### src/rtl/core/nac_pkg.sv
// Shared codes and types for the nibble address accumulator CPU.
`default_nettype none

package nac_pkg;

    localparam int unsigned PC_W     = 4;
    localparam int unsigned WORD_W   = 8;
    localparam int unsigned DEPTH    = 16;
    localparam int unsigned HALT_DEF = 15;

    // Item operations
    localparam logic [1:0] OPN_EXEC      = 2'd0;
    localparam logic [1:0] OPN_LOAD_CODE = 2'd1;
    localparam logic [1:0] OPN_LOAD_DATA = 2'd2;

    // Instruction opcodes (high nibble)
    localparam logic [3:0] OP_READ      = 4'd0;
    localparam logic [3:0] OP_WRITE     = 4'd1;
    localparam logic [3:0] OP_ADD       = 4'd2;
    localparam logic [3:0] OP_SUB       = 4'd3;
    localparam logic [3:0] OP_JUMP      = 4'd4;
    localparam logic [3:0] OP_JMP_FF    = 4'd5;
    localparam logic [3:0] OP_JMP_Z     = 4'd6;
    localparam logic [3:0] OP_LOGIC     = 4'd7;
    localparam logic [3:0] OP_READ_IND  = 4'd8;
    localparam logic [3:0] OP_WRITE_IND = 4'd9;
    localparam logic [3:0] OP_INCDEC    = 4'd10;
    localparam logic [3:0] OP_PRINT     = 4'd11;
    localparam logic [3:0] OP_JMP_NFF   = 4'd13;
    localparam logic [3:0] OP_JMP_NZ    = 4'd14;

    // Logic group selectors (operand nibble of OP_LOGIC)
    localparam logic [3:0] LG_SHL      = 4'd0;
    localparam logic [3:0] LG_SHR      = 4'd1;
    localparam logic [3:0] LG_AND      = 4'd2;
    localparam logic [3:0] LG_OR       = 4'd3;
    localparam logic [3:0] LG_NOT      = 4'd4;
    localparam logic [3:0] LG_JMP_ACC  = 4'd5;
    localparam logic [3:0] LG_READ_ACC = 4'd6;
    localparam logic [3:0] LG_NOP      = 4'd7;

    localparam logic [3:0] PRINT_ADDR = 4'd15;

    // Outcome of one item, handed from the execute logic to the state registers
    typedef struct packed {
        logic [PC_W-1:0]   pc;
        logic [WORD_W-1:0] acc;
        logic              code_we;
        logic              data_we;
        logic [PC_W-1:0]   wr_addr;
        logic [WORD_W-1:0] wr_data;
        logic              printed;
    } t_exec_res;

endpackage

`default_nettype wire

### src/rtl/core/nac_stores.sv
// Code and data stores: 16-byte register files with one write port each.
`default_nettype none

module nac_stores
    import nac_pkg::*;
(
    input  wire logic              i_clk,
    input  wire logic              i_rst_n,
    input  wire logic              i_commit,
    input  wire t_exec_res         i_res,
    input  wire logic [PC_W-1:0]   i_code_addr,
    input  wire logic [PC_W-1:0]   i_ra_addr,
    input  wire logic [PC_W-1:0]   i_rp_addr,
    output logic      [WORD_W-1:0] o_inst,
    output logic      [WORD_W-1:0] o_ra_data,
    output logic      [WORD_W-1:0] o_rp_data,
    output logic      [WORD_W-1:0] o_d0_data
);

    logic [WORD_W-1:0] r_code [DEPTH];
    logic [WORD_W-1:0] r_data [DEPTH];

    // Write the stores when a beat commits
    always_ff @(posedge i_clk) begin
        if (!i_rst_n) begin
            for (int i = 0; i < DEPTH; i++) begin
                r_code[i] <= '0;
                r_data[i] <= '0;
            end
        end else if (i_commit) begin
            if (i_res.code_we) begin
                r_code[i_res.wr_addr] <= i_res.wr_data;
            end
            if (i_res.data_we) begin
                r_data[i_res.wr_addr] <= i_res.wr_data;
            end
        end
    end

    // Read ports: fetch, direct operand, pointer target, fixed address zero
    assign o_inst    = r_code[i_code_addr];
    assign o_ra_data = r_data[i_ra_addr];
    assign o_rp_data = r_data[i_rp_addr];
    assign o_d0_data = r_data[0];

endmodule

`default_nettype wire

### src/rtl/core/nac_exec.sv
// Single-pass execute logic: decodes one beat and works out the next state.
`default_nettype none

module nac_exec
    import nac_pkg::*;
#(
    parameter int unsigned HALT_ADDRESS = HALT_DEF
) (
    input  wire logic [1:0]        i_operation,
    input  wire logic [PC_W-1:0]   i_address,
    input  wire logic [WORD_W-1:0] i_load_value,
    input  wire logic [PC_W-1:0]   i_pc,
    input  wire logic [WORD_W-1:0] i_acc,
    input  wire logic [WORD_W-1:0] i_inst,
    input  wire logic [WORD_W-1:0] i_ra_data,
    input  wire logic [WORD_W-1:0] i_rp_data,
    input  wire logic [WORD_W-1:0] i_d0_data,
    output logic      [PC_W-1:0]   o_ra_addr,
    output logic      [PC_W-1:0]   o_rp_addr,
    output t_exec_res              o_res
);

    localparam logic [PC_W-1:0] L_HALT = PC_W'(HALT_ADDRESS);

    logic [3:0]        op;
    logic [3:0]        arg;
    logic [PC_W-1:0]   pc_inc;
    logic [WORD_W-1:0] incdec;
    logic              run;
    t_exec_res         ex;

    assign op     = i_inst[7:4];
    assign arg    = i_inst[3:0];
    assign pc_inc = i_pc + PC_W'(1);
    assign run    = (i_operation == OPN_EXEC) && (i_pc < L_HALT);

    // Select operand addresses: low three bits for the logic XOR and inc/dec forms
    assign o_ra_addr = ((op == OP_LOGIC) || (op == OP_INCDEC)) ? {1'b0, arg[2:0]} : arg;
    assign o_rp_addr = (op == OP_LOGIC) ? i_acc[3:0] : i_ra_data[3:0];

    assign incdec = arg[3] ? (i_ra_data - WORD_W'(1)) : (i_ra_data + WORD_W'(1));

    // Decode the instruction
    always_comb begin
        ex         = '0;
        ex.pc      = pc_inc;
        ex.acc     = i_acc;
        ex.wr_addr = arg;
        ex.wr_data = i_acc;
        case (op)
            OP_WRITE: begin
                ex.data_we = 1'b1;
            end
            OP_ADD:  ex.acc = i_acc + i_ra_data;
            OP_SUB:  ex.acc = i_acc - i_ra_data;
            OP_JUMP: ex.pc  = arg;
            OP_JMP_FF:  ex.pc = (i_acc == 8'hFF) ? arg : pc_inc;
            OP_JMP_Z:   ex.pc = (i_acc == 8'h00) ? arg : pc_inc;
            OP_JMP_NFF: ex.pc = (i_acc != 8'hFF) ? arg : pc_inc;
            OP_JMP_NZ:  ex.pc = (i_acc != 8'h00) ? arg : pc_inc;
            OP_READ_IND: ex.acc = i_rp_data;
            OP_WRITE_IND: begin
                ex.data_we = 1'b1;
                ex.wr_addr = i_ra_data[3:0];
            end
            OP_INCDEC: begin
                ex.data_we = 1'b1;
                ex.wr_addr = {1'b0, arg[2:0]};
                ex.wr_data = incdec;
                ex.acc     = incdec;
            end
            OP_PRINT: begin
                ex.data_we = 1'b1;
                ex.wr_addr = PRINT_ADDR;
                ex.wr_data = i_ra_data;
            end
            OP_LOGIC: begin
                case (arg)
                    LG_SHL:      ex.acc = {i_acc[6:0], 1'b0};
                    LG_SHR:      ex.acc = {1'b0, i_acc[7:1]};
                    LG_AND:      ex.acc = i_acc & i_d0_data;
                    LG_OR:       ex.acc = i_acc | i_d0_data;
                    LG_NOT:      ex.acc = ~i_acc;
                    LG_JMP_ACC:  ex.pc  = i_acc[3:0];
                    LG_READ_ACC: ex.acc = i_rp_data;
                    LG_NOP:      ex.pc  = i_pc;
                    default:     ex.acc = i_acc ^ i_ra_data;
                endcase
            end
            default: ex.acc = i_ra_data;
        endcase
        ex.printed = ex.data_we && (ex.wr_addr == PRINT_ADDR);
    end

    // Loads and idle beats leave pc and acc alone and never print
    always_comb begin
        o_res = '0;
        if (run) begin
            o_res = ex;
        end else begin
            o_res.pc      = i_pc;
            o_res.acc     = i_acc;
            o_res.wr_addr = i_address;
            o_res.wr_data = i_load_value;
            o_res.code_we = (i_operation == OPN_LOAD_CODE);
            o_res.data_we = (i_operation == OPN_LOAD_DATA);
        end
    end

endmodule

`default_nettype wire

### src/rtl/core/nibble_address_accumulator_cpu.sv
// Top level of the nibble address accumulator CPU.
//
// Input channel: i_in_valid / o_in_stall carries one beat of operation, address and
// load_value. Operation 0 executes the instruction at the program counter, 1 loads
// a code byte, 2 loads a data byte, 3 is ignored.
// Output channel: o_out_valid / i_out_stall carries one result beat per input beat:
// program counter, accumulator, halted flag and any print to data address 15.
// A beat is taken into an input register, executed in one pass of logic against
// the code and data register files, and lands in the output register; the state
// is updated on that same edge. Throughput is one beat per cycle while the
// receiver does not stall, set by the single fetch-execute pass.
// When the receiver stalls, the output register holds its beat and the input
// register can still take one more; only with both full is o_in_stall raised.
// Synchronous reset clears pc, accumulator, both stores and both valid flags;
// no pass over the stores is needed afterwards.
`default_nettype none

module nibble_address_accumulator_cpu
    import nac_pkg::*;
#(
    parameter int unsigned HALT_ADDRESS = HALT_DEF
) (
    input  wire logic              i_clk,
    input  wire logic              i_rst_n,
    input  wire logic              i_in_valid,
    output logic                   o_in_stall,
    input  wire logic [1:0]        i_operation,
    input  wire logic [3:0]        i_address,
    input  wire logic [7:0]        i_load_value,
    output logic                   o_out_valid,
    input  wire logic              i_out_stall,
    output logic      [3:0]        o_program_counter,
    output logic      [7:0]        o_accumulator,
    output logic                   o_halted,
    output logic                   o_printed,
    output logic      [7:0]        o_printed_value
);

    localparam logic [PC_W-1:0] L_HALT = PC_W'(HALT_ADDRESS);

    logic              r_in_valid;
    logic [1:0]        r_operation;
    logic [PC_W-1:0]   r_address;
    logic [WORD_W-1:0] r_load_value;
    logic [PC_W-1:0]   r_pc;
    logic [WORD_W-1:0] r_acc;
    logic              r_out_valid;
    logic [PC_W-1:0]   r_out_pc;
    logic [WORD_W-1:0] r_out_acc;
    logic              r_out_halted;
    logic              r_out_printed;
    logic [WORD_W-1:0] r_out_pval;

    logic              out_free;
    logic              commit;
    logic              in_take;
    logic [WORD_W-1:0] inst;
    logic [WORD_W-1:0] ra_data;
    logic [WORD_W-1:0] rp_data;
    logic [WORD_W-1:0] d0_data;
    logic [PC_W-1:0]   ra_addr;
    logic [PC_W-1:0]   rp_addr;
    t_exec_res         res;

    assign out_free   = !r_out_valid || !i_out_stall;
    assign commit     = r_in_valid && out_free;
    assign o_in_stall = r_in_valid && !out_free;
    assign in_take    = i_in_valid && !o_in_stall;

    nac_stores u_stores (
        .i_clk       (i_clk),
        .i_rst_n     (i_rst_n),
        .i_commit    (commit),
        .i_res       (res),
        .i_code_addr (r_pc),
        .i_ra_addr   (ra_addr),
        .i_rp_addr   (rp_addr),
        .o_inst      (inst),
        .o_ra_data   (ra_data),
        .o_rp_data   (rp_data),
        .o_d0_data   (d0_data)
    );

    nac_exec #(
        .HALT_ADDRESS (HALT_ADDRESS)
    ) u_exec (
        .i_operation  (r_operation),
        .i_address    (r_address),
        .i_load_value (r_load_value),
        .i_pc         (r_pc),
        .i_acc        (r_acc),
        .i_inst       (inst),
        .i_ra_data    (ra_data),
        .i_rp_data    (rp_data),
        .i_d0_data    (d0_data),
        .o_ra_addr    (ra_addr),
        .o_rp_addr    (rp_addr),
        .o_res        (res)
    );

    // Input register: take a beat whenever the slot is free or draining
    always_ff @(posedge i_clk) begin
        if (!i_rst_n) begin
            r_in_valid <= 1'b0;
        end else if (in_take || commit) begin
            r_in_valid <= in_take;
        end
    end

    always_ff @(posedge i_clk) begin
        if (in_take) begin
            r_operation  <= i_operation;
            r_address    <= i_address;
            r_load_value <= i_load_value;
        end
    end

    // Architectural registers: advance on commit
    always_ff @(posedge i_clk) begin
        if (!i_rst_n) begin
            r_pc  <= '0;
            r_acc <= '0;
        end else if (commit) begin
            r_pc  <= res.pc;
            r_acc <= res.acc;
        end
    end

    // Output register: hold while stalled
    always_ff @(posedge i_clk) begin
        if (!i_rst_n) begin
            r_out_valid <= 1'b0;
        end else if (out_free) begin
            r_out_valid <= r_in_valid;
        end
    end

    always_ff @(posedge i_clk) begin
        if (commit) begin
            r_out_pc      <= res.pc;
            r_out_acc     <= res.acc;
            r_out_halted  <= (res.pc >= L_HALT);
            r_out_printed <= res.printed;
            r_out_pval    <= res.printed ? res.wr_data : '0;
        end
    end

    assign o_out_valid       = r_out_valid;
    assign o_program_counter = r_out_pc;
    assign o_accumulator     = r_out_acc;
    assign o_halted          = r_out_halted;
    assign o_printed         = r_out_printed;
    assign o_printed_value   = r_out_pval;

    // Halted flag agrees with the reported program counter
    a_halt_flag: assert property (@(posedge i_clk) disable iff (!i_rst_n)
        o_out_valid |-> (o_halted == (o_program_counter >= L_HALT)))
        else $error("halted flag disagrees with program counter");

    // No print value without a print
    a_print_zero: assert property (@(posedge i_clk) disable iff (!i_rst_n)
        (o_out_valid && !o_printed) |-> (o_printed_value == '0))
        else $error("print value set without a print");

    // Input stalls only when the output register is full and blocked
    a_stall_cause: assert property (@(posedge i_clk) disable iff (!i_rst_n)
        o_in_stall |-> (o_out_valid && i_out_stall && r_in_valid))
        else $error("input stalled with room downstream");

    // A committed beat appears at the output on the next edge
    a_commit_out: assert property (@(posedge i_clk) disable iff (!i_rst_n)
        commit |=> o_out_valid)
        else $error("committed beat lost");

endmodule

`default_nettype wire
### config.mk
export PLATFORM = sky130hd
export DESIGN_NAME = nibble_address_accumulator_cpu
export DESIGN_NICKNAME = d
export VERILOG_FILES = /design/src/rtl/core/nac_pkg.sv /design/src/rtl/core/nac_stores.sv /design/src/rtl/core/nac_exec.sv /design/src/rtl/core/nibble_address_accumulator_cpu.sv
export SDC_FILE = /design/constraint.sdc
export NUM_CORES = 1
export LEC_CHECK = 0
export ABC_AREA = 1
export BUFFER_PORTS_ARGS = -buffer_cell sky130_fd_sc_hd__buf_4
export CAP_MARGIN = 30
export CORE_MARGIN = 3
export CORE_UTILIZATION = 35
export CTS_BUF_LIST = sky130_fd_sc_hd__clkbuf_4 sky130_fd_sc_hd__clkbuf_8
export DETAILED_ROUTE_END_ITERATION = 10
export PLACE_DENSITY_LB_ADDON = 0.05
export SLEW_MARGIN = 20
export SYNTH_ARGS = -nofsm -noshare
export SYNTH_HDL_FRONTEND = slang
export SYNTH_HIERARCHICAL = 1
export SYNTH_SLANG_ARGS = --single-unit
export TNS_END_PERCENT = 100
### constraint.sdc
create_clock -name i_clk -period 9.1 [get_ports i_clk]
set_input_delay 1.82 -clock i_clk [delete_from_list [all_inputs] [get_ports i_clk]]
set_output_delay 1.82 -clock i_clk [all_outputs]
set_load 0.05 [all_outputs]
==> results <==
- The run finished with clean final reports.
- The final core area utilization is 39.5%.
- The synthesis-to-finish area growth is 10.9%.
- The critical path startpoint category is a register.
- The cell sitting at the root of the clock tree is a clkbuf_8.
- The final setup violation count is 0.
- The launch point of the worst reg-to-reg path is r_pc[0]$_SDFFE_PN0P_.
- The length of the first detailed-routing pass in iterations is 6.
- The die covers 56600 um^2.
- The post-layout net count is 2527.
- The number of rows in the core area is 84.
- The initial utilization of the core area, before any placement, comes to 35.6%.
- The fraction of final layout cells sized beyond drive strength 1 is 9.96%.
- The start-to-end type of the worst setup path is reg -> reg.
- The worst setup path is captured at a register.
- At the pin with the least slew margin, the transition time is 916 ps.
- The average via count per standard cell is 5.21.
- The post-route setup TNS is 0 ps.
- Counting flops and latches in the post-synthesis netlist gives 306.
- Across every metal layer, demand over resource in global routing totals 23.5%.
- The share of flip-flops with an asynchronous set or reset after synthesis is 0%.
- The most critical setup path has its startpoint at r_pc[0]$_SDFFE_PN0P_.
- In this run, CTS created clock tree buffers numbering 56.
- After detailed routing, the average wire length per cell comes to 20.9 um.
- In this run the worst path has a maximum fanout of 75.
- The buffering stage count on the worst path with inverters included is 6.
- Internal power comes to 2.89 mW.
- For this design, the slowest cell found on the critical path is nand2_1.
- The post-synthesis cell area is 18800 um^2.
- After filler insertion, the fill cell instance count of the layout stands at 5577.
- In the layout the commonest cells are nand2_1 (689), nand3_1 (393), nor2_1 (356), inv_1 (354), edfxtp_1 (292).
- The required time of the critical path is 9600 ps.
- The total congestion overflow after global routing is 0.
- The proportion of total power due to net switching is 40.7%.
- The fmax is 145 MHz.
- The die boundary height is 238 um.
- The number of sinks on the clock net is 306.
- The synthesized instance count is 2493.
- Clock-pin slew was measured on the worst setup and hold paths at 60 ps.
- The startpoint identified for the worst hold timing path is o_out_valid$_SDFFE_PN0P_.
- The count of pins over their slew limit came to 0.
- Once placement completed, the tool counted placed cells totaling 3121.
- The power density normalized to cell area is 233 nW/um^2.
- Summed over all layers, the routed wires come to 67500 um.
- The initial detailed-routing violation count is 1661.
- Among the stages of the critical path, the cell type that occurs most often is nand2_1.
- The count of distinct cell types in the synthesized netlist is 50.
- The latest clock arrival within the worst-skew pair is 680 ps.
- In this run the tightest slew margin relative to its limit is 38.7%.
- 42 I/O pins were placed.
- The wire-length estimate of the detail-placed layout is 45500 um.
- The placer congestion estimate is 0.911.
- The net count of the mapped netlist is 2528.
- The final worst-path cycle share is 75.8%.
- Of the synthesized area, sequential elements account for 48.1%.
- The maximum root-to-sink buffer count is 3.
- Setup repair after global routing left no endpoint under its margin.
- The tool flagged a number of max-cap violations equal to 0.
- The total of cells resized after clock tree synthesis is 0.
- The dominant synthesized flop cell is edfxtp_1.
- The CTS tree is built.
- On the final layout, the worst hold slack is 602 ps.
- The pin count of the biggest net entering global routing is 76.
- The number of hold buffers added after CTS was 0.
- The via count of the first global-routing pass was 16100.
- For this run, the number of Yosys warnings is 6.
- Summing internal, switching and leakage power gives 4.87 mW.
- Sequential cells burn 33.5% of the power.
- In this run the remaining antenna-violating nets after routing total 0.
- The count of flip-flops with a built-in enable after synthesis is 292.
- The global-route wire length before repair is 101000 um.
- The most frequent standard cell in the layout excluding fill and tap cells is nand2_1.
- The worst hold path belongs to the class reg -> reg.
- The fraction of power consumed by the clock network is 29.5%.
- The H-tree generated during clock tree synthesis spans 2 levels.
- The final hold violation count is 0.
- For this run, the number of standard cells in the final layout without fillers is 3228.
- The post-CTS setup buffer count is 0.
- The average footprint of a synthesized cell is 7.55 um^2.
- The via count is 16800.
- The core box area is 52900 um^2.
- The overall die width is 238 um.
- Traced cell by cell, the critical path runs through buf_4 -> nand2_1 -> nand2_1 -> nand2_1 -> nand3_1 -> nand3_1 -> nand2_1 -> inv_1 -> nor2_1 -> inv_1 -> nand3_1 -> nand2_1 -> fa_1 -> nand2_1 -> inv_1 -> nor3_1 -> a21oi_1 -> a31oi_1 -> inv_1 -> buf_4 -> nor2_1.
- The maximum clock skew at final layout is 43.5 ps.
- Across the VDD grid, the largest voltage drop is 102 uV.
- The worst path needs 6900 ps of the cycle, external delays included.
- Among cell families on the critical path, the largest total delay comes from simple AND/OR/NAND/NOR gates.
- The proportion of power drawn by combinational gates is 37.1%.
- After detailed routing, the number of remaining DRC violations is 0.
- The data arrival time at the worst-slack endpoint is 7400 ps.
- The leakage power summed over all cells is 9.68 nW.
- The count of buffers added on input and output ports is 41.
- The largest incremental delay on the critical path is 680 ps.
- In this run the power spent charging and discharging nets is 1.98 mW.
- The initial antenna violation count is 1.
tightest hold or removal path, delay by kind of cell, from the launching register on:
family          cells  cell delay [ps]
compound gates      1               70
flops               1              350
simple gates        1              130
layout make-up:
cell class	instances	area, um^2	share of cell area (%)
diodes	1	2.50	0.0120
clock buffers	67	860	4.11
clock inverters	38	344	1.65
inverters	369	1390	6.65
multi-input cells	1684	7770	37.2
flip-flops and latches	306	9050	43.3
well taps	688	861	4.12
repair buffers	75	613	2.93
path summary, 6_finish.rpt:
path	endpoint	slack, ps	cells after the start
max	u_stores/r_data[3][2]$_SDFFCE_PN0P_	2200	21
min	r_in_valid$_SDFFE_PN0P_	600	2
max reg2reg	u_stores/r_data[3][2]$_SDFFCE_PN0P_	2200	21
min reg2reg	r_in_valid$_SDFFE_PN0P_	600	2
metrics by stage:
step / instance area [um^2] / worst slack (ps)
6_report: 20900 / 2200
5_1_grt: 20900 / 1670
4_1_cts: 20900 / 2220
3_5_place_dp: 19700 / 2270
3_3_place_gp: 19600 / 2140
2_1_floorplan: 18800 / 4320
cell families after synthesis:
kind of cell	count (synthesis)	share of synthesized area, %
fa+ha+maj	17	1.21
compound gates	126	3.79
xor+xnor	10	0.465
buf+inv	503	10.8
flops	306	48.1
simple gates	1531	35.7
power groups by stage:
stage / combinational [mW] / clock, mW / sequential [mW]
after floorplan: 1.20 / 0 / 1.67
after global placement: 1.77 / 0 / 1.66
after detailed placement: 1.78 / 0 / 1.66
after CTS: 1.78 / 1.48 / 1.63
after global routing: 1.97 / 1.54 / 1.64
final: 1.81 / 1.44 / 1.63
per-layer routing:
metal,track usage (%),share of wire (%)
met5,0,0
met3,2.97,5.4
met4,6.45,2.3
met1,33.4,46
met2,37.7,46
Yosys cell counts (2+ instances only):
library cell / count / area [um^2]
nand3_2: 23 / 230
o211ai_1: 4 / 30.0
nor2_1: 356 / 1340
nor3_2: 2 / 20.0
inv_1: 354 / 1330
o22ai_1: 4 / 25.0
or2_2: 2 / 12.5
nor3_1: 8 / 40.0
a21boi_0: 2 / 15.0
nand2_4: 5 / 56.3
nand3_1: 393 / 1970
nand4_1: 10 / 62.6
edfxtp_1: 292 / 8770
a32oi_1: 2 / 17.5
nand2_2: 15 / 93.8
xnor2_1: 3 / 26.3
buf_4: 12 / 90.1
xor2_1: 7 / 61.3
buf_6: 3 / 33.8
o21ai_1: 8 / 40.0
nor3_4: 5 / 81.3
nand3_4: 3 / 52.6
buf_2: 47 / 235
a21oi_1: 42 / 210
nand2_1: 690 / 2590
nor2_2: 5 / 31.3
buf_1: 4 / 15.0
o31ai_1: 2 / 15.0
a41oi_1: 2 / 17.5
o21ai_2: 3 / 26.3
inv_2: 13 / 48.8
o21a_1: 2 / 15.0
dfxtp_1: 14 / 280
nand3b_1: 4 / 30.0
clkbuf_1: 65 / 244
nor2_4: 7 / 78.8
fa_1: 2 / 40.0
ha_1: 15 / 188
a221oi_1: 5 / 43.8
clkbuf_2: 2 / 10.0
o21ai_0: 47 / 235
registers in the layout (all words and copies together), names as in the netlist, 8 cells and up:
| name | flops |
|---|---|
| u_stores/r_code | 128 |
| u_stores/r_data | 128 |
| o_accumulator | 8 |
| o_printed_value | 8 |
| r_acc | 8 |
| r_load_value | 8 |
Power figures use the tool's default switching activity.
